===== config.mk =====
export PLATFORM = sky130hd
export DESIGN_NAME = multidrop_uart_transaction_framer
export DESIGN_NICKNAME = d
export VERILOG_FILES = /design/src/rtl/mdf_pkg.sv /design/src/rtl/mdf_in_stage.sv /design/src/rtl/mdf_core.sv /design/src/rtl/mdf_rsp_queue.sv /design/src/rtl/multidrop_uart_transaction_framer.sv
export SDC_FILE = /design/constraint.sdc
export NUM_CORES = 1
export LEC_CHECK = 0
export BUFFER_PORTS_ARGS = -buffer_cell sky130_fd_sc_hd__buf_4
export CORE_MARGIN = 3
export CORE_UTILIZATION = 67
export DETAILED_ROUTE_END_ITERATION = 6
export PLACE_DENSITY = 0.83
export SYNTH_ARGS = -nofsm -noshare
export SYNTH_HDL_FRONTEND = slang
export SYNTH_SLANG_ARGS = --single-unit
export TNS_END_PERCENT = 10

===== constraint.sdc =====
create_clock -name clock -period 21.4 [get_ports clock]
set_input_delay 1.07 -clock clock [delete_from_list [all_inputs] [get_ports clock]]
set_output_delay 1.07 -clock clock [all_outputs]
set_load 0.02 [all_outputs]

===== src/rtl/mdf_pkg.sv =====
// Shared types, codes and sizes of the multidrop UART transaction framer.
`timescale 1ns / 1ps
package mdf_pkg;

   // Payload limits and frame constants
   localparam int unsigned MAX_PAYLOAD = 30;
   localparam logic [4:0]  MAX_PAYLOAD_LEN = 5'(MAX_PAYLOAD);
   localparam logic [7:0]  SUM_SEED = 8'hAA;
   localparam logic [15:0] COUNT_FULL = 16'hFFFF;

   // Result queue sizing
   localparam int unsigned RSP_DEPTH = 4;
   localparam int unsigned RSP_PTR_W = $clog2(RSP_DEPTH);
   localparam int unsigned RSP_CNT_W = $clog2(RSP_DEPTH + 1);

   // Input opcodes
   localparam logic [1:0] OP_START  = 2'd0;
   localparam logic [1:0] OP_TX     = 2'd1;
   localparam logic [1:0] OP_RX     = 2'd2;
   localparam logic [1:0] OP_RX_ERR = 2'd3;

   // Result kinds
   localparam logic [2:0] KIND_TX_WORD   = 3'd0;
   localparam logic [2:0] KIND_RX_BYTE   = 3'd1;
   localparam logic [2:0] KIND_GOOD      = 3'd2;
   localparam logic [2:0] KIND_BAD_SUM   = 3'd3;
   localparam logic [2:0] KIND_FRAME_ERR = 3'd4;

   // Control register indexes
   localparam int unsigned CSR_INDEX_W = 2;
   localparam logic [CSR_INDEX_W-1:0] CSR_BYTE_TIME       = 2'd0;
   localparam logic [CSR_INDEX_W-1:0] CSR_TURNAROUND_TIME = 2'd1;
   localparam logic [CSR_INDEX_W-1:0] CSR_CALLBACK_TIME   = 2'd2;

   // Control register reset values
   localparam logic [15:0] BYTE_TIME_RESET       = 16'd35;
   localparam logic [15:0] TURNAROUND_TIME_RESET = 16'd20;
   localparam logic [15:0] CALLBACK_TIME_RESET   = 16'd10;

   typedef struct packed {
      logic [1:0] opcode;
      logic [7:0] device_id;
      logic [4:0] tx_count;
      logic [4:0] rx_count;
      logic [1:0] callback_count;
      logic [7:0] data_byte;
   } req_type;

   typedef struct packed {
      logic [2:0]  result_kind;
      logic [8:0]  word;
      logic        last;
      logic [21:0] slot_time;
      logic [15:0] checksum_error_count;
   } rsp_type;

   typedef struct packed {
      logic [15:0] byte_time;
      logic [15:0] turnaround_time;
      logic [15:0] callback_time;
   } cfg_type;

   // Up to two result words produced by one item; second only with first
   typedef struct packed {
      logic    valid0;
      logic    valid1;
      rsp_type rsp0;
      rsp_type rsp1;
   } push_type;

endpackage


===== src/rtl/mdf_in_stage.sv =====
// Input register of the framer: holds one accepted request word.
`timescale 1ns / 1ps
module mdf_in_stage (
   input  logic             clock,
   input  logic             reset,
   input  logic             req_valid,
   output logic             req_stall,
   input  mdf_pkg::req_type req_data,
   input  logic             room,
   output logic             proc_valid,
   output mdf_pkg::req_type proc_item
);
   import mdf_pkg::*;

   logic    valid_ff, valid_in;
   req_type item_ff, item_in;
   logic    load;

   // Hold the word until the result queue has room for two results
   assign proc_valid = valid_ff && room;
   assign req_stall  = valid_ff && !room;
   assign load       = req_valid && !req_stall;
   assign proc_item  = item_ff;

   always_comb begin
      valid_in = valid_ff;
      item_in  = item_ff;
      if (load) begin
         valid_in = 1'b1;
         item_in  = req_data;
      end else if (proc_valid) begin
         valid_in = 1'b0;
      end
   end

   always_ff @(posedge clock) begin
      if (reset) begin
         valid_ff <= 1'b0;
      end else begin
         valid_ff <= valid_in;
      end
   end

   always_ff @(posedge clock) begin
      item_ff <= item_in;
   end

endmodule


===== src/rtl/mdf_core.sv =====
// Transaction state and per-word framing, checksum and slot time logic.
`timescale 1ns / 1ps
module mdf_core (
   input  logic              clock,
   input  logic              reset,
   input  logic              proc_valid,
   input  mdf_pkg::req_type  proc_item,
   input  mdf_pkg::cfg_type  cfg,
   output mdf_pkg::push_type push
);
   import mdf_pkg::*;

   logic [7:0]  id_ff, id_in;
   logic [4:0]  tx_len_ff, tx_len_in;
   logic [4:0]  rx_len_ff, rx_len_in;
   logic [4:0]  tx_pos_ff, tx_pos_in;
   logic [4:0]  rx_pos_ff, rx_pos_in;
   logic [7:0]  tx_sum_ff, tx_sum_in;
   logic [7:0]  rx_sum_ff, rx_sum_in;
   logic        rx_active_ff, rx_active_in;
   logic [15:0] bad_ff, bad_in;

   logic [4:0]  txc_sat, rxc_sat, len_max, tx_pos_inc;
   logic [5:0]  slot_bytes;
   logic [21:0] byte_part;
   logic [17:0] cb_part;
   logic [21:0] slot;
   logic [7:0]  tx_sum_new, rx_sum_new;

   // Clamp counts and work out the slot length of a start word
   always_comb begin
      txc_sat = (proc_item.tx_count > MAX_PAYLOAD_LEN) ? MAX_PAYLOAD_LEN : proc_item.tx_count;
      rxc_sat = (proc_item.rx_count > MAX_PAYLOAD_LEN) ? MAX_PAYLOAD_LEN : proc_item.rx_count;
      len_max = (txc_sat > rxc_sat) ? txc_sat : rxc_sat;
      slot_bytes = (len_max != 5'd0) ? ({1'b0, len_max} + 6'd2) : 6'd1;
      byte_part = {16'd0, slot_bytes} * {6'd0, cfg.byte_time};
      cb_part   = {16'd0, proc_item.callback_count} * {2'd0, cfg.callback_time};
      slot      = byte_part + {6'd0, cfg.turnaround_time} + {4'd0, cb_part};
   end

   assign tx_sum_new = tx_sum_ff ^ proc_item.data_byte;
   assign rx_sum_new = rx_sum_ff ^ proc_item.data_byte;
   assign tx_pos_inc = tx_pos_ff + 5'd1;

   // Advance transaction state and build the results of one word
   always_comb begin
      id_in        = id_ff;
      tx_len_in    = tx_len_ff;
      rx_len_in    = rx_len_ff;
      tx_pos_in    = tx_pos_ff;
      rx_pos_in    = rx_pos_ff;
      tx_sum_in    = tx_sum_ff;
      rx_sum_in    = rx_sum_ff;
      rx_active_in = rx_active_ff;
      bad_in       = bad_ff;
      push         = '0;

      unique case (proc_item.opcode)
         OP_START: begin
            id_in        = proc_item.device_id;
            tx_len_in    = txc_sat;
            rx_len_in    = rxc_sat;
            tx_pos_in    = 5'd0;
            rx_pos_in    = 5'd0;
            tx_sum_in    = SUM_SEED ^ proc_item.device_id;
            rx_sum_in    = proc_item.device_id;
            rx_active_in = 1'b1;
            push.valid0           = 1'b1;
            push.rsp0.result_kind = KIND_TX_WORD;
            push.rsp0.word        = {1'b1, proc_item.device_id};
            push.rsp0.last        = (txc_sat == 5'd0);
            push.rsp0.slot_time   = slot;
         end
         OP_TX: begin
            if (tx_pos_ff < tx_len_ff) begin
               tx_sum_in = tx_sum_new;
               tx_pos_in = tx_pos_inc;
               push.valid0           = 1'b1;
               push.rsp0.result_kind = KIND_TX_WORD;
               push.rsp0.word        = {1'b0, proc_item.data_byte};
               // Close the frame with the checksum word
               if (tx_pos_inc == tx_len_ff) begin
                  push.valid1           = 1'b1;
                  push.rsp1.result_kind = KIND_TX_WORD;
                  push.rsp1.word        = {1'b0, tx_sum_new};
                  push.rsp1.last        = 1'b1;
               end
            end
         end
         OP_RX: begin
            if (rx_active_ff) begin
               rx_sum_in = rx_sum_new;
               push.valid0    = 1'b1;
               push.rsp0.word = {1'b0, proc_item.data_byte};
               if (rx_pos_ff < rx_len_ff) begin
                  rx_pos_in             = rx_pos_ff + 5'd1;
                  push.rsp0.result_kind = KIND_RX_BYTE;
               end else begin
                  // Checksum byte: give the verdict and go idle
                  rx_active_in = 1'b0;
                  if (rx_sum_new == SUM_SEED) begin
                     push.rsp0.result_kind = KIND_GOOD;
                  end else begin
                     push.rsp0.result_kind = KIND_BAD_SUM;
                     if (bad_ff != COUNT_FULL) begin
                        bad_in = bad_ff + 16'd1;
                     end
                  end
               end
            end
         end
         OP_RX_ERR: begin
            rx_active_in          = 1'b0;
            push.valid0           = 1'b1;
            push.rsp0.result_kind = KIND_FRAME_ERR;
         end
         default: begin
         end
      endcase

      push.rsp0.checksum_error_count = bad_in;
      push.rsp1.checksum_error_count = bad_in;
      if (!proc_valid) begin
         push.valid0 = 1'b0;
         push.valid1 = 1'b0;
      end
   end

   always_ff @(posedge clock) begin
      if (reset) begin
         id_ff        <= '0;
         tx_len_ff    <= '0;
         rx_len_ff    <= '0;
         tx_pos_ff    <= '0;
         rx_pos_ff    <= '0;
         tx_sum_ff    <= '0;
         rx_sum_ff    <= '0;
         rx_active_ff <= 1'b0;
         bad_ff       <= '0;
      end else if (proc_valid) begin
         id_ff        <= id_in;
         tx_len_ff    <= tx_len_in;
         rx_len_ff    <= rx_len_in;
         tx_pos_ff    <= tx_pos_in;
         rx_pos_ff    <= rx_pos_in;
         tx_sum_ff    <= tx_sum_in;
         rx_sum_ff    <= rx_sum_in;
         rx_active_ff <= rx_active_in;
         bad_ff       <= bad_in;
      end
   end

   // Error counter only climbs between resets
   a_bad_monotonic: assert property (@(posedge clock) disable iff (reset)
      !$past(reset) |-> bad_ff >= $past(bad_ff))
      else $error("checksum error count decreased");

   // A second result is only ever the closing checksum word
   a_second_is_sum: assert property (@(posedge clock) disable iff (reset)
      push.valid1 |-> push.valid0 && push.rsp1.last && proc_item.opcode == OP_TX)
      else $error("unexpected second result");

   // Transmit position never runs past the frame length
   a_tx_pos_bound: assert property (@(posedge clock) disable iff (reset)
      tx_pos_ff <= tx_len_ff)
      else $error("transmit position beyond length");

endmodule


===== src/rtl/mdf_rsp_queue.sv =====
// Result queue: takes up to two result words a cycle, hands out one unless stalled.
`timescale 1ns / 1ps
module mdf_rsp_queue (
   input  logic              clock,
   input  logic              reset,
   input  mdf_pkg::push_type push,
   output logic              room,
   output logic              rsp_valid,
   input  logic              rsp_stall,
   output mdf_pkg::rsp_type  rsp_data
);
   import mdf_pkg::*;

   rsp_type              entry_ff [RSP_DEPTH];
   logic [RSP_PTR_W-1:0] wr_ptr_ff, wr_ptr_in;
   logic [RSP_PTR_W-1:0] rd_ptr_ff, rd_ptr_in;
   logic [RSP_CNT_W-1:0] count_ff, count_in;
   logic [RSP_PTR_W-1:0] wr_ptr_next;
   logic                 pop;

   assign rsp_valid   = (count_ff != '0);
   assign rsp_data    = entry_ff[rd_ptr_ff];
   assign pop         = rsp_valid && !rsp_stall;
   assign room        = (count_ff <= RSP_CNT_W'(RSP_DEPTH - 2));
   assign wr_ptr_next = wr_ptr_ff + RSP_PTR_W'(1);

   // Advance pointers and occupancy
   always_comb begin
      wr_ptr_in = wr_ptr_ff;
      if (push.valid1) begin
         wr_ptr_in = wr_ptr_ff + RSP_PTR_W'(2);
      end else if (push.valid0) begin
         wr_ptr_in = wr_ptr_next;
      end
      rd_ptr_in = pop ? rd_ptr_ff + RSP_PTR_W'(1) : rd_ptr_ff;
      count_in  = count_ff + RSP_CNT_W'(push.valid0) + RSP_CNT_W'(push.valid1)
                  - RSP_CNT_W'(pop);
   end

   always_ff @(posedge clock) begin
      if (reset) begin
         wr_ptr_ff <= '0;
         rd_ptr_ff <= '0;
         count_ff  <= '0;
      end else begin
         wr_ptr_ff <= wr_ptr_in;
         rd_ptr_ff <= rd_ptr_in;
         count_ff  <= count_in;
      end
   end

   // Store result words
   always_ff @(posedge clock) begin
      if (push.valid0) begin
         entry_ff[wr_ptr_ff] <= push.rsp0;
      end
      if (push.valid1) begin
         entry_ff[wr_ptr_next] <= push.rsp1;
      end
   end

   // Never push without room for two words
   a_no_overflow: assert property (@(posedge clock) disable iff (reset)
      push.valid0 |-> count_ff <= RSP_CNT_W'(RSP_DEPTH - 2))
      else $error("result queue overflow");

   // A lone pop drops occupancy by one
   a_pop_count: assert property (@(posedge clock) disable iff (reset)
      pop && !push.valid0 |=> count_ff == $past(count_ff) - RSP_CNT_W'(1))
      else $error("result queue count slip");

endmodule


===== src/rtl/multidrop_uart_transaction_framer.sv =====
// Top level of the 9-bit multidrop UART transaction framer (master side).
// Path: a request word accepted into the input register passes on to the result
//   queue before its first result word shows on rsp_.
// Throughput: one request word per cycle while the result queue has room;
//   a frame-ending transmit word yields two results, sent one at a time.
// Reset: synchronous, active high; clears transaction state, the error
//   counter and the queues, and loads the timing registers with 35, 20, 10.
`timescale 1ns / 1ps
module multidrop_uart_transaction_framer (
   input  logic                                clock,
   input  logic                                reset,
   input  logic                                req_valid,
   output logic                                req_stall,
   input  mdf_pkg::req_type                    req_data,
   output logic                                rsp_valid,
   input  logic                                rsp_stall,
   output mdf_pkg::rsp_type                    rsp_data,
   input  logic                                csr_we,
   input  logic [mdf_pkg::CSR_INDEX_W-1:0]     csr_index,
   input  logic [15:0]                         csr_wdata
);
   import mdf_pkg::*;

   cfg_type  cfg_ff, cfg_in;
   req_type  proc_item;
   logic     proc_valid;
   logic     room;
   push_type push;

   // Write timing registers
   always_comb begin
      cfg_in = cfg_ff;
      if (csr_we) begin
         unique case (csr_index)
            CSR_BYTE_TIME:       cfg_in.byte_time       = csr_wdata;
            CSR_TURNAROUND_TIME: cfg_in.turnaround_time = csr_wdata;
            CSR_CALLBACK_TIME:   cfg_in.callback_time   = csr_wdata;
            default: begin
            end
         endcase
      end
   end

   always_ff @(posedge clock) begin
      if (reset) begin
         cfg_ff.byte_time       <= BYTE_TIME_RESET;
         cfg_ff.turnaround_time <= TURNAROUND_TIME_RESET;
         cfg_ff.callback_time   <= CALLBACK_TIME_RESET;
      end else begin
         cfg_ff <= cfg_in;
      end
   end

   mdf_in_stage u_in_stage (
      .clock      (clock),
      .reset      (reset),
      .req_valid  (req_valid),
      .req_stall  (req_stall),
      .req_data   (req_data),
      .room       (room),
      .proc_valid (proc_valid),
      .proc_item  (proc_item)
   );

   mdf_core u_core (
      .clock      (clock),
      .reset      (reset),
      .proc_valid (proc_valid),
      .proc_item  (proc_item),
      .cfg        (cfg_ff),
      .push       (push)
   );

   mdf_rsp_queue u_rsp_queue (
      .clock     (clock),
      .reset     (reset),
      .push      (push),
      .room      (room),
      .rsp_valid (rsp_valid),
      .rsp_stall (rsp_stall),
      .rsp_data  (rsp_data)
   );

   // Stall only while a word is held back for lack of room in the result queue
   a_stall_cause: assert property (@(posedge clock) disable iff (reset)
      req_stall |-> !room && !proc_valid)
      else $error("request stalled without cause");

endmodule

### Word level (Yosys, flattened, before mapping)

Memories as Yosys holds them, arrays and structs flattened. A register that Yosys moved wholly into a read port is not among the register bits.
Cells that the tools add are included.

* memories kept: 1
* bits in writable memories: 204
* bits in registers: 139
* input bits: 53
* output and inout port bits: 53
* word-level logic and storage cells: 128

Memories
* u_rsp_queue.entry_ff: depth 4, bits a word 51, rd ports 1, clocked after memory_dff 1, wr ports 2, RTL line mdf_rsp_queue.sv:14 `rsp_type entry_ff [RSP_DEPTH];`

* multiplexer cells: 46
* $mul: 2
* add/subtract/negate cells: 12
* magnitude comparators: 6
* reductions and logical operators: 26
* eq/ne operators: 11
* bitwise gates (word level): 3

Operator list (number)
* $mux 16: 5
* $pmux 8 s2: 2
* $mux 5: 6
* $pmux 9 s3: 1
* $mux 13: 2
* $mux 23: 1
* $add 22x16->22: 1
* $add 22x18->22: 1
* $mul 6x16->22: 1
* $pmux 5 s2: 2
* $mul 2x16->18: 1
* $add 16x1->16 const B: 1
* $mux 8: 2
* $ne 16x16->1 const B: 1
* $xor 8x8->8: 2
* $mux 14: 1
* $mux 1: 12
* $mux 12: 1
* $pmux 3 s4: 1
* $add 5x1->5 const B: 2
* $gt 5x5->1 const B: 2
* $lt 5x5->1: 2
* $mux 2: 5
* $reduce_and 2->1: 5
* 27 further kinds: 46

### Logic depth before layout (Yosys ltp)

Gate-level depths: netlist (run 1).

* depth after elaboration: 10
* gate-level depth with buffers: 29
* gate-level depth less buffers: 28

### Cells and area by module

From an unflattened synthesis (run 1), not the netlist that was laid out.

* cells, all modules: 1916
* area, all modules: 22377.7 µm²

Modules (own cells, without submodules)
* mdf_rsp_queue: cells an instance 552, area each 10467.5 µm², instances 1, seq. area each 6306.0 µm²
* mdf_core: cells an instance 1146, area each 9001.1 µm², instances 1, seq. area each 1061.0 µm²
* multidrop_uart_transaction_framer: cells an instance 183, area each 1951.9 µm², instances 1, seq. area each 960.9 µm²
* mdf_in_stage: cells an instance 35, area each 957.2 µm², instances 1, seq. area each 920.9 µm²

### Worst setup path before layout (run 1)

OpenSTA, ideal clock, no wires.

* path type: reg-to-reg
* start point: reg u_in_stage.item_ff, in the netlist u_in_stage.proc_item[13]
* end point: mem u_rsp_queue.entry_ff[0][33] (netlist bit)
* library setup time: 0.117 ns
* slack: 14.393 ns
* required time: 21.283 ns
* data arrival time: 6.889 ns
* cell stages (with the launch flop): 29
* cells stage by stage: edfxtp_1 > nand3_1 > o21a_1 > ha_1 > nor2b_1 > o21a_1 > o21ai_0 > a21oi_1 > buf_2 > nand2_1 > o21ai_0 > ha_1 > mux4_2 > clkbuf_1 > and2_1 > fa_1 > fa_1 > fa_1 > inv_1 > fa_1 > inv_1 > ha_1 > o211a_1 > a211oi_2 > nor3b_1 > a221o_2 > a31oi_4 > xnor2_1 > a32o_1

RTL lines
* from (decl): RTL line mdf_in_stage.sv:16 `req_type item_ff, item_in;`
* from (signal assigned): RTL line mdf_in_stage.sv:45 `item_ff <= item_in;`
* to (decl): RTL line mdf_rsp_queue.sv:14

==> results.md, run 1 <==
* Slew Limit Fails at 0
* H-tree depth at 2
* # nets final at 2158
* Fmax at 122 MHz
* Most frequent cells in the layout: nand2_1 (223), dfxtp_1 (213), inv_1 (176)
* Ys async rst share at 0
* Commonest non-fill, non-tap cell in the layout: nand2_1
* Clk sink count at ~350
* Antenna violations before repair at 0
* Mux cell area share after synthesis at 0.0692
* Met3 usage at 0.0498
* Total gr overflow at 0
* PwrDens at about 100 nW/µm²
* Avg Inst Size Synth at 10.3 µm²
* Met1 Use GR at 0.420
* Clock power share at 0.272
* CTS Buf Count at 36
* Sequential area share after synthesis at 0.420
* Root Buffer: clkbuf_16
* Die area at 31200 µm²
* WHS at between 0.4 and 0.5 ns
* Switching share of power at 0.357
* TritonCTS clock tree: built
* Post-synth cell types at 65
* FF/Latch Area at roughly 8200 µm²
* Setup CP Type: reg -> reg
* Via count at 14600
* Wire length of the first global-routing pass at approximately 76000 µm
* Final Routed Wirelength at 47000 µm
* Detailed Place HPWL at 32100 µm
* Synth Area in Adders at 0.151
* Die Ht at 177 µm
* Final Hold Viols at 0
* Post_cts resized at 0
* Ratio of cells with drive above 1 in the final layout at 0.121
* Worst Setup Slack, final at roughly 13 ns
* Non-Filler Instances at roughly 2300
* CP max FO at 16
* Ports at 106
* Synth Flop Type: dfxtp_1
* Startpoint types: flip-flop
* GRT Total Usage at 0.304
* Final setup TNS at 0 ns
* Reg clk slew, reported paths at ~0.080 ns
* P_int at 1.41 mW
* Clk_skew at 0.0409 ns
* Die W at 177 µm
* Core Rows at 61
* Largest family of logic cells by synthesized area: adder cells
* Yosys warning count at 0
* Actual slew at the worst max-slew pin at 1.23 ns
* Post-Syn Instances at ~1900
* Post-Synth XOR/XNOR Area at 0.0301
* Worst path required time at 21.81 ns
* Residual DRC count at 0
* Crit path capture type: flip-flop
* Combinational power share at 0.375
* Sequential power share at 0.353
* Unrepaired setup endpoints after global routing: no
* Vias/cell at 6.25
* Setup WS pre-CTS at ~13 ns
* Worst skew pair latency at between 0.5 and 0.6 ns
* Area Overhead vs Synth at 10.1%
* Seq cells post-synth at between 300 and 400
* Maxcap violations at 0
* Mapped Area at 19500 µm²
* Final ANT Viol Nets at 0
* Final period utilization at 0.384
* Crit path DAT at 8.62 ns
* Vias in the first global route at between 10000 and 15000
* Compound-gate portion of the synthesized area at 0.131
* Leak pwr at 8.41 nW
* Grt met2 use at 0.504
* Post-Syn Nets at 2122
* Initial DRT Pass Iterations at 5
* GPL Wtd Cong at between 0.8 and 0.9
* Post-synth EDFFs at 130
* Ant diodes at 0
* Util after Layout at 0.761
* Simple-Gate Fraction of Synth Area at 0.139
* Placed insts at 2273
* Initial DRC count at 1441
* Multi-input logic area at 10200 µm²
* Setup bufs post-CTS at 0
* Port bufs at 105
* Outcome: complete, no violations
* Core ar. at between 20000 and 30000 µm²
* Largest net degree at the start of global routing at 109
* Final setup viols at 0
* Post-cts hold buffer count at 0
* Worst slew margin at 0.178
* Top Usage Layer GRT: met2
* Fillers at approximately 1900
* Fin crit period at 8.22 ns
* Worst-case vdd ir drop at approximately 0.000073 V
* Initial Utilization at 0.691
* WL/cell at 20.1 µm
* Clock buffer depth at 3
* Hold/Removal Path Class: reg -> reg
* Switch Pwr at 784 µW
-- state kept, by name, summed over array words and instances (netlist names), named ones only --
register               count
cfg_ff                    48
u_core.rx_active_ff        1
u_in_stage.valid_ff        1
u_core.tx_sum_ff           8
u_core.rx_len_ff           5
u_core.rx_pos_ff           5
u_core.bad_ff             16
u_in_stage.proc_item      30
u_rsp_queue.rd_ptr_ff      2
u_rsp_queue.entry_ff     204
u_core.tx_len_ff           5
u_core.rx_sum_ff           8
u_rsp_queue.count_ff       3
u_core.tx_pos_ff           5
u_rsp_queue.wr_ptr_ff      2
-- cell families (layout without fill, tap and decap cells) --
group,after synthesis,in the layout
AOI/OAI and AO/OA,365,365
xor gates and xnor gates,67,67
adders and majority gates,172,172
buffers and inverters,295,359
DFF,345,345
muxes,70,70
and+or+nand+nor,583,583
-- metal layers --
metal | vias up | routed length [µm] | part of all wire
met5 | - | 0 | 0
met4 | 0 | 1030 | 0.022
met3 | 100 | 3920 | 0.084
met2 | 756 | 22600 | 0.48
met1 | 7123 | 19400 | 0.41
li1 | 6648 | - | -
-- cell type report --
type | instances | area share
Timing Repair Buffer | 117 | 0.0409
Inverter | 176 | 0.0307
Multi-Input combinational cell | 1257 | 0.472
Tap cell | 378 | 0.0220
Sequential cell | 345 | 0.382
Clock buffer | 55 | 0.0491
Clock inverter | 11 | 0.00297
-- worst max-delay path, stage by stage, from the launching register on --
cell and delay [ns]:
edfxtp_1 0.51, nand2_1 0.11, o21ai_0 0.27, ha_1 0.28, nand4_1 0.10, mux2i_1 0.07
a21oi_1 0.74, nand2_1 0.11, o21ai_0 0.11, ha_1 0.49, mux4_2 0.74, and2_1 0.24
fa_1 0.53, fa_1 0.45, fa_1 0.56, inv_1 0.06, fa_1 0.53, inv_1 0.05
ha_1 0.36, o211a_1 0.27, a211oi_2 0.30, nor3b_1 0.13, a221o_2 0.46, a31oi_4 0.20
xnor2_1 0.14, a32o_1 0.29
-- cell usage after synthesis, types with 28 or more instances --
cell type | number | area, µm²
fa_1 | 106 | 2120
xnor2_1 | 42 | 368
clkbuf_1 | 75 | 282
inv_1 | 176 | 661
buf_2 | 32 | 160
ha_1 | 66 | 826
o22ai_1 | 48 | 300
and2_1 | 76 | 475
o2bb2ai_1 | 60 | 526
edfxtp_1 | 130 | 3900
and3_1 | 34 | 213
dfxtp_1 | 215 | 4300
a22o_1 | 29 | 254
mux4_2 | 52 | 1170
nand3_1 | 28 | 140
o21ai_0 | 41 | 205
a21oi_1 | 90 | 450
nor2_1 | 138 | 518
nand2_1 | 223 | 837
-- metrics by stage --
stage	cell area, µm²	total power, mW
6_report	21500	2.19
5_1_grt	21500	2.31
4_1_cts	21500	2.19
3_5_place_dp	20400	1.59
3_3_place_gp	20400	1.57
2_1_floorplan	19500	1.35
-- power groups by stage --
stage	sequential, mW	combinational (mW)	clock, mW
2_1_floorplan	0.764	0.590	0
4_1_cts	0.773	0.820	0.601
3_3_place_gp	0.783	0.782	0
5_1_grt	0.780	0.906	0.628
6_report	0.774	0.823	0.597
3_5_place_dp	0.786	0.805	0
-- final timing paths --
| check | from | end | slack, ns | cells after the start |
|---|---|---|---|---|
| max | u_in_stage.proc_item[18] | u_rsp_queue.entry_ff[3][33] | 13.18 | 25 |
| min | cfg_ff[31] | cfg_ff[31] | 0.46 | 2 |
| max reg2reg | u_in_stage.proc_item[18] | u_rsp_queue.entry_ff[3][33] | 13.18 | 25 |
| min reg2reg | cfg_ff[31] | cfg_ff[31] | 0.46 | 2 |
Note: power is estimated with default switching activity, not from simulation.
==> run 2: changes to the inputs <==
--- a/config.mk
+++ b/config.mk
@@ -5,11 +5,12 @@
 export SDC_FILE = /design/constraint.sdc
 export NUM_CORES = 1
 export LEC_CHECK = 0
+export ABC_AREA = 1
 export BUFFER_PORTS_ARGS = -buffer_cell sky130_fd_sc_hd__buf_4
 export CORE_MARGIN = 3
-export CORE_UTILIZATION = 67
+export CORE_UTILIZATION = 56
 export DETAILED_ROUTE_END_ITERATION = 6
-export PLACE_DENSITY = 0.83
+export PLACE_DENSITY = 0.74
 export SYNTH_ARGS = -nofsm -noshare
 export SYNTH_HDL_FRONTEND = slang
 export SYNTH_SLANG_ARGS = --single-unit
==> constraint.sdc (replaced) <==
create_clock -name clock -period 6.85 [get_ports clock]
set_input_delay 0.3425 -clock clock [delete_from_list [all_inputs] [get_ports clock]]
set_output_delay 0.3425 -clock clock [all_outputs]
set_load 0.02 [all_outputs]
==> run 2 against run 1 <==
Compared with the run above: the flow now finishes with violations (design-rule violations); register-to-register slack worse by 13 ns; largest power group unchanged; synthesized area grew 4.2%; worst setup slack got worse by 13 ns; utilization down 12 points; highest routed layer unchanged; cell count up 36%; fmax rose by 28%; combinational power grew to 4.1 times the previous value; worst hold slack got worse by 0.42 ns.
==> results.md, run 2 <==
* Sequential power share at 0.318 (was 0.353)
* Post-synth cell types at 40 (was 65)
* Core ar. at 35700 µm² (was 28200 µm²)
* Top cells by count, synth: nand2_1 (599), inv_1 (402), o21ai_0 (319) (was nand2_1 (223), dfxtp_1 (215), inv_1 (176))
* Unrepaired setup endpoints after global routing: no (unchanged)
* Final setup viols at 0 (unchanged)
* FF/Latch Area at 8210 µm² (about the same)
* Slew Limit Fails at 0 (unchanged)
* Port bufs at 105 (unchanged)
* TritonCTS clock tree: built (unchanged)
* WL/cell at 16.4 µm (was 20.1 µm)
* Worst skew pair latency at 0.54 ns (about the same)
* Die area at 38700 µm² (was 31200 µm²)
* Reg clk slew, reported paths at 0.06 ns (was 0.08 ns)
* Clk sink count at 345 (unchanged)
* Die W at 197 µm (was 177 µm)
* GRT Total Usage at 0.269 (was 0.304)
* Synth Flop Type: dfxtp_1 (unchanged)
* Ys async rst share at 0 (unchanged)
* Clk_skew at 0.0200 ns (was 0.0409 ns)
* Most common cell in the netlist: nand2_1 (unchanged)
* Biggest register: u_rsp_queue.entry_ff (unchanged)
* P_int at 4.62 mW (was 1.41 mW)
* Vias/cell at 5.47 (was 6.25)
* Multi-input logic area at 10100 µm² (was 10200 µm²)
* Most frequent cells in the layout: nand2_1 (598), inv_1 (400), o21ai_0 (312) (was nand2_1 (223), dfxtp_1 (213), inv_1 (176))
* Worst path required time at 7.24 ns (was 21.81 ns)
* Fillers at 3116 (was 1923)
* Post-Syn Instances at 2623 (was 1897)
* Hold/Removal Path Class: in -> reg (was reg -> reg)
* Largest net degree at the start of global routing at 75 (was 109)
* Worst-case vdd ir drop at 0.000207 V (was 0.0000728 V)
* CTS Buf Count at 38 (was 36)
* Ratio of cells with drive above 1 in the final layout at 0.0810 (was 0.121)
* PwrDens at 342 nW/µm² (was 102 nW/µm²)
* Area Overhead vs Synth at 12.2% (was 10.1%)
* Via count at 17400 (was 14600)
* CP max FO at 15 (was 16)
* Failing checks: design-rule violations
* Actual slew at the worst max-slew pin at 1.12 ns (was 1.23 ns)
* Initial DRC count at 1295 (was 1441)
* Switching share of power at 0.409 (was 0.357)
* Final Hold Viols at 0 (unchanged)
* Final Routed Wirelength at 52300 µm (was 47000 µm)
* Maxcap violations at 0 (unchanged)
* Final setup TNS at 0 ns (unchanged)
* Die Ht at 197 µm (was 177 µm)
* # nets final at 2923 (was 2158)
* Vias in the first global route at 16800 (was 14800)
* Residual DRC count at 4 (was 0)
* Wire length of the first global-routing pass at 85200 µm (was 76400 µm)
* Yosys warning count at 0 (unchanged)
* Startpoint types: flip-flop (unchanged)
* Area contributors post-synth: dfxtp_1 (21%), edfxtp_1 (19%), nand2_1 (11%) (was dfxtp_1 (22%), edfxtp_1 (20%), fa_1 (11%))
* Util after Layout at 0.640 (was 0.761)
* Post-synth EDFFs at 130 (unchanged)
* Combinational power share at 0.427 (was 0.375)
* Final period utilization at 0.937 (was 0.384)
* Clock power share at 0.255 (was 0.272)
* Crit path DAT at 6.81 ns (was 8.62 ns)
* Slowest stage delay, CP at 0.57 ns (was 0.74 ns)
* Initial Utilization at 0.571 (was 0.691)
* Post-Syn Nets at 2848 (was 2122)
* Avg Inst Size Synth at 7.76 µm² (was 10.3 µm²)
* Total gr overflow at 0 (unchanged)
* Switch Pwr at 3.20 mW (was 784 µW)
* Mapped Area at 20400 µm² (was 19500 µm²)
* Fmax at 156 MHz (was 122 MHz)
* Initial DRT Pass Iterations at 7 (was 5)
* Core Rows at 69 (was 61)
* GPL Wtd Cong at 0.892 (about the same)
* Final ANT Viol Nets at 0 (unchanged)
* Outcome: complete, but fails checks (was complete, no violations)
* Detailed Place HPWL at 36800 µm (was 32100 µm)
* CP most frequent cell: nand2_1 (was fa_1)
* Sequential area share after synthesis at 0.403 (was 0.420)
* Seq cells post-synth at 345 (unchanged)
* Crit path capture type: flip-flop (unchanged)
* Critical path's slowest cell: fa_1 (was a21oi_1)
* Leak pwr at 10.4 nW (was 8.41 nW)
* Root Buffer: clkbuf_16 (unchanged)
* Top-area cell type share of the netlist area at 0.211 (was 0.220)
* Antenna violations before repair at 0 (unchanged)
* Commonest non-fill, non-tap cell in the layout: nand2_1 (unchanged)
* Clock buffer depth at 3 (unchanged)
* Worst slew margin at 0.253 (was 0.178)
* Fin crit period at 6.42 ns (was 8.22 ns)
* Ports at 106 (unchanged)
* H-tree depth at 2 (unchanged)
* Max reg flops at 204 (unchanged)
* Cell taking the most area after synthesis: dfxtp_1 (unchanged)
* Setup CP Type: reg -> reg (unchanged)
==> run 2: repair_timing <==
| action | CTS | global route |
|---|---|---|
| resized for setup | 0 | 17 |
| setup endpoints to repair | 0 | 68 |
| hold buffers | 30 | 0 |
| buffers inserted | 0 | 0 |
| hold endpoints to repair | 30 | 0 |
==> run 2: worst max-delay path: cells and delay by family, from the launching register on <==
family,cells,cell delay [ns]
adder cells (fa/ha/maj),6,2.66
AND/OR/NAND/NOR,11,1.71
AO/OA/AOI/OAI,5,1.31
flip-flops,1,0.44
buffers and inverters,3,0.14
==> run 2: per-layer routing <==
layer,part of all wire,GRT usage,routed length (µm)
met1,0.44,0.371,22800
met2,0.46,0.442,24300
met3,0.072,0.0400,3790
met4,0.027,0.0869,1400
met5,0,0,0
==> run 2: worst paths after layout <==
check,from,endpoint,slack [ns],depth (start not counted)
worst max-delay path,u_in_stage.proc_item[17],u_rsp_queue.entry_ff[1][25],0.43,25
worst min-delay path,csr_wdata[3],cfg_ff[3],0.04,3
worst max register to register,u_in_stage.proc_item[17],u_rsp_queue.entry_ff[1][25],0.43,25
worst min register to register,u_rsp_queue.entry_ff[1][37],u_rsp_queue.entry_ff[1][37],0.45,2
==> run 2: kinds of logic after synthesis <==
group | after synthesis | share of synthesized area
AO/OA/AOI/OAI | 531 | 0.136
XOR/XNOR | 9 | 0.00387
adder cells (fa/ha/maj) | 172 | 0.145
buffers and inverters | 519 | 0.101
flip-flops | 345 | 0.403
AND/OR/NAND/NOR | 1047 | 0.211
==> run 2: power by group through the flow <==
stage,logic (mW),registers (mW),clock network [mW]
finish,3.34,2.49,1.99
CTS,3.33,2.48,2.02
global route,3.80,2.51,2.11
floorplan,2.37,2.46,0
global placement,3.23,2.52,0
detailed placement,3.29,2.53,0
==> run 2: area by class of cell <==
type	instances	share of cell area
diodes	1	0.000110
clock buffers	55	0.0464
clock inverters	15	0.00652
inverters	410	0.0675
multi-input cells	1759	0.444
flip-flops and latches	345	0.360
well taps	461	0.0253
repair buffers	144	0.0506
==> run 2: through the flow <==
step / setup slack [ns] / cell area, µm² / hold slack (ns) / total power, mW / std cells
final: 0.429 / 22800 / 0.0365 / 7.82 / 3190
after CTS: 0.116 / 22800 / 0.0234 / 7.83 / 3189
after floorplan: 1.17 / 20400 / 0.421 / 4.84 / 2623
after detailed placement: 0.184 / 21300 / 0.434 / 5.82 / 3089
after global placement: 0.224 / 21300 / 0.433 / 5.74 / 3089
after global routing: 0.0159 / 22800 / 0.0505 / 8.42 / 3189
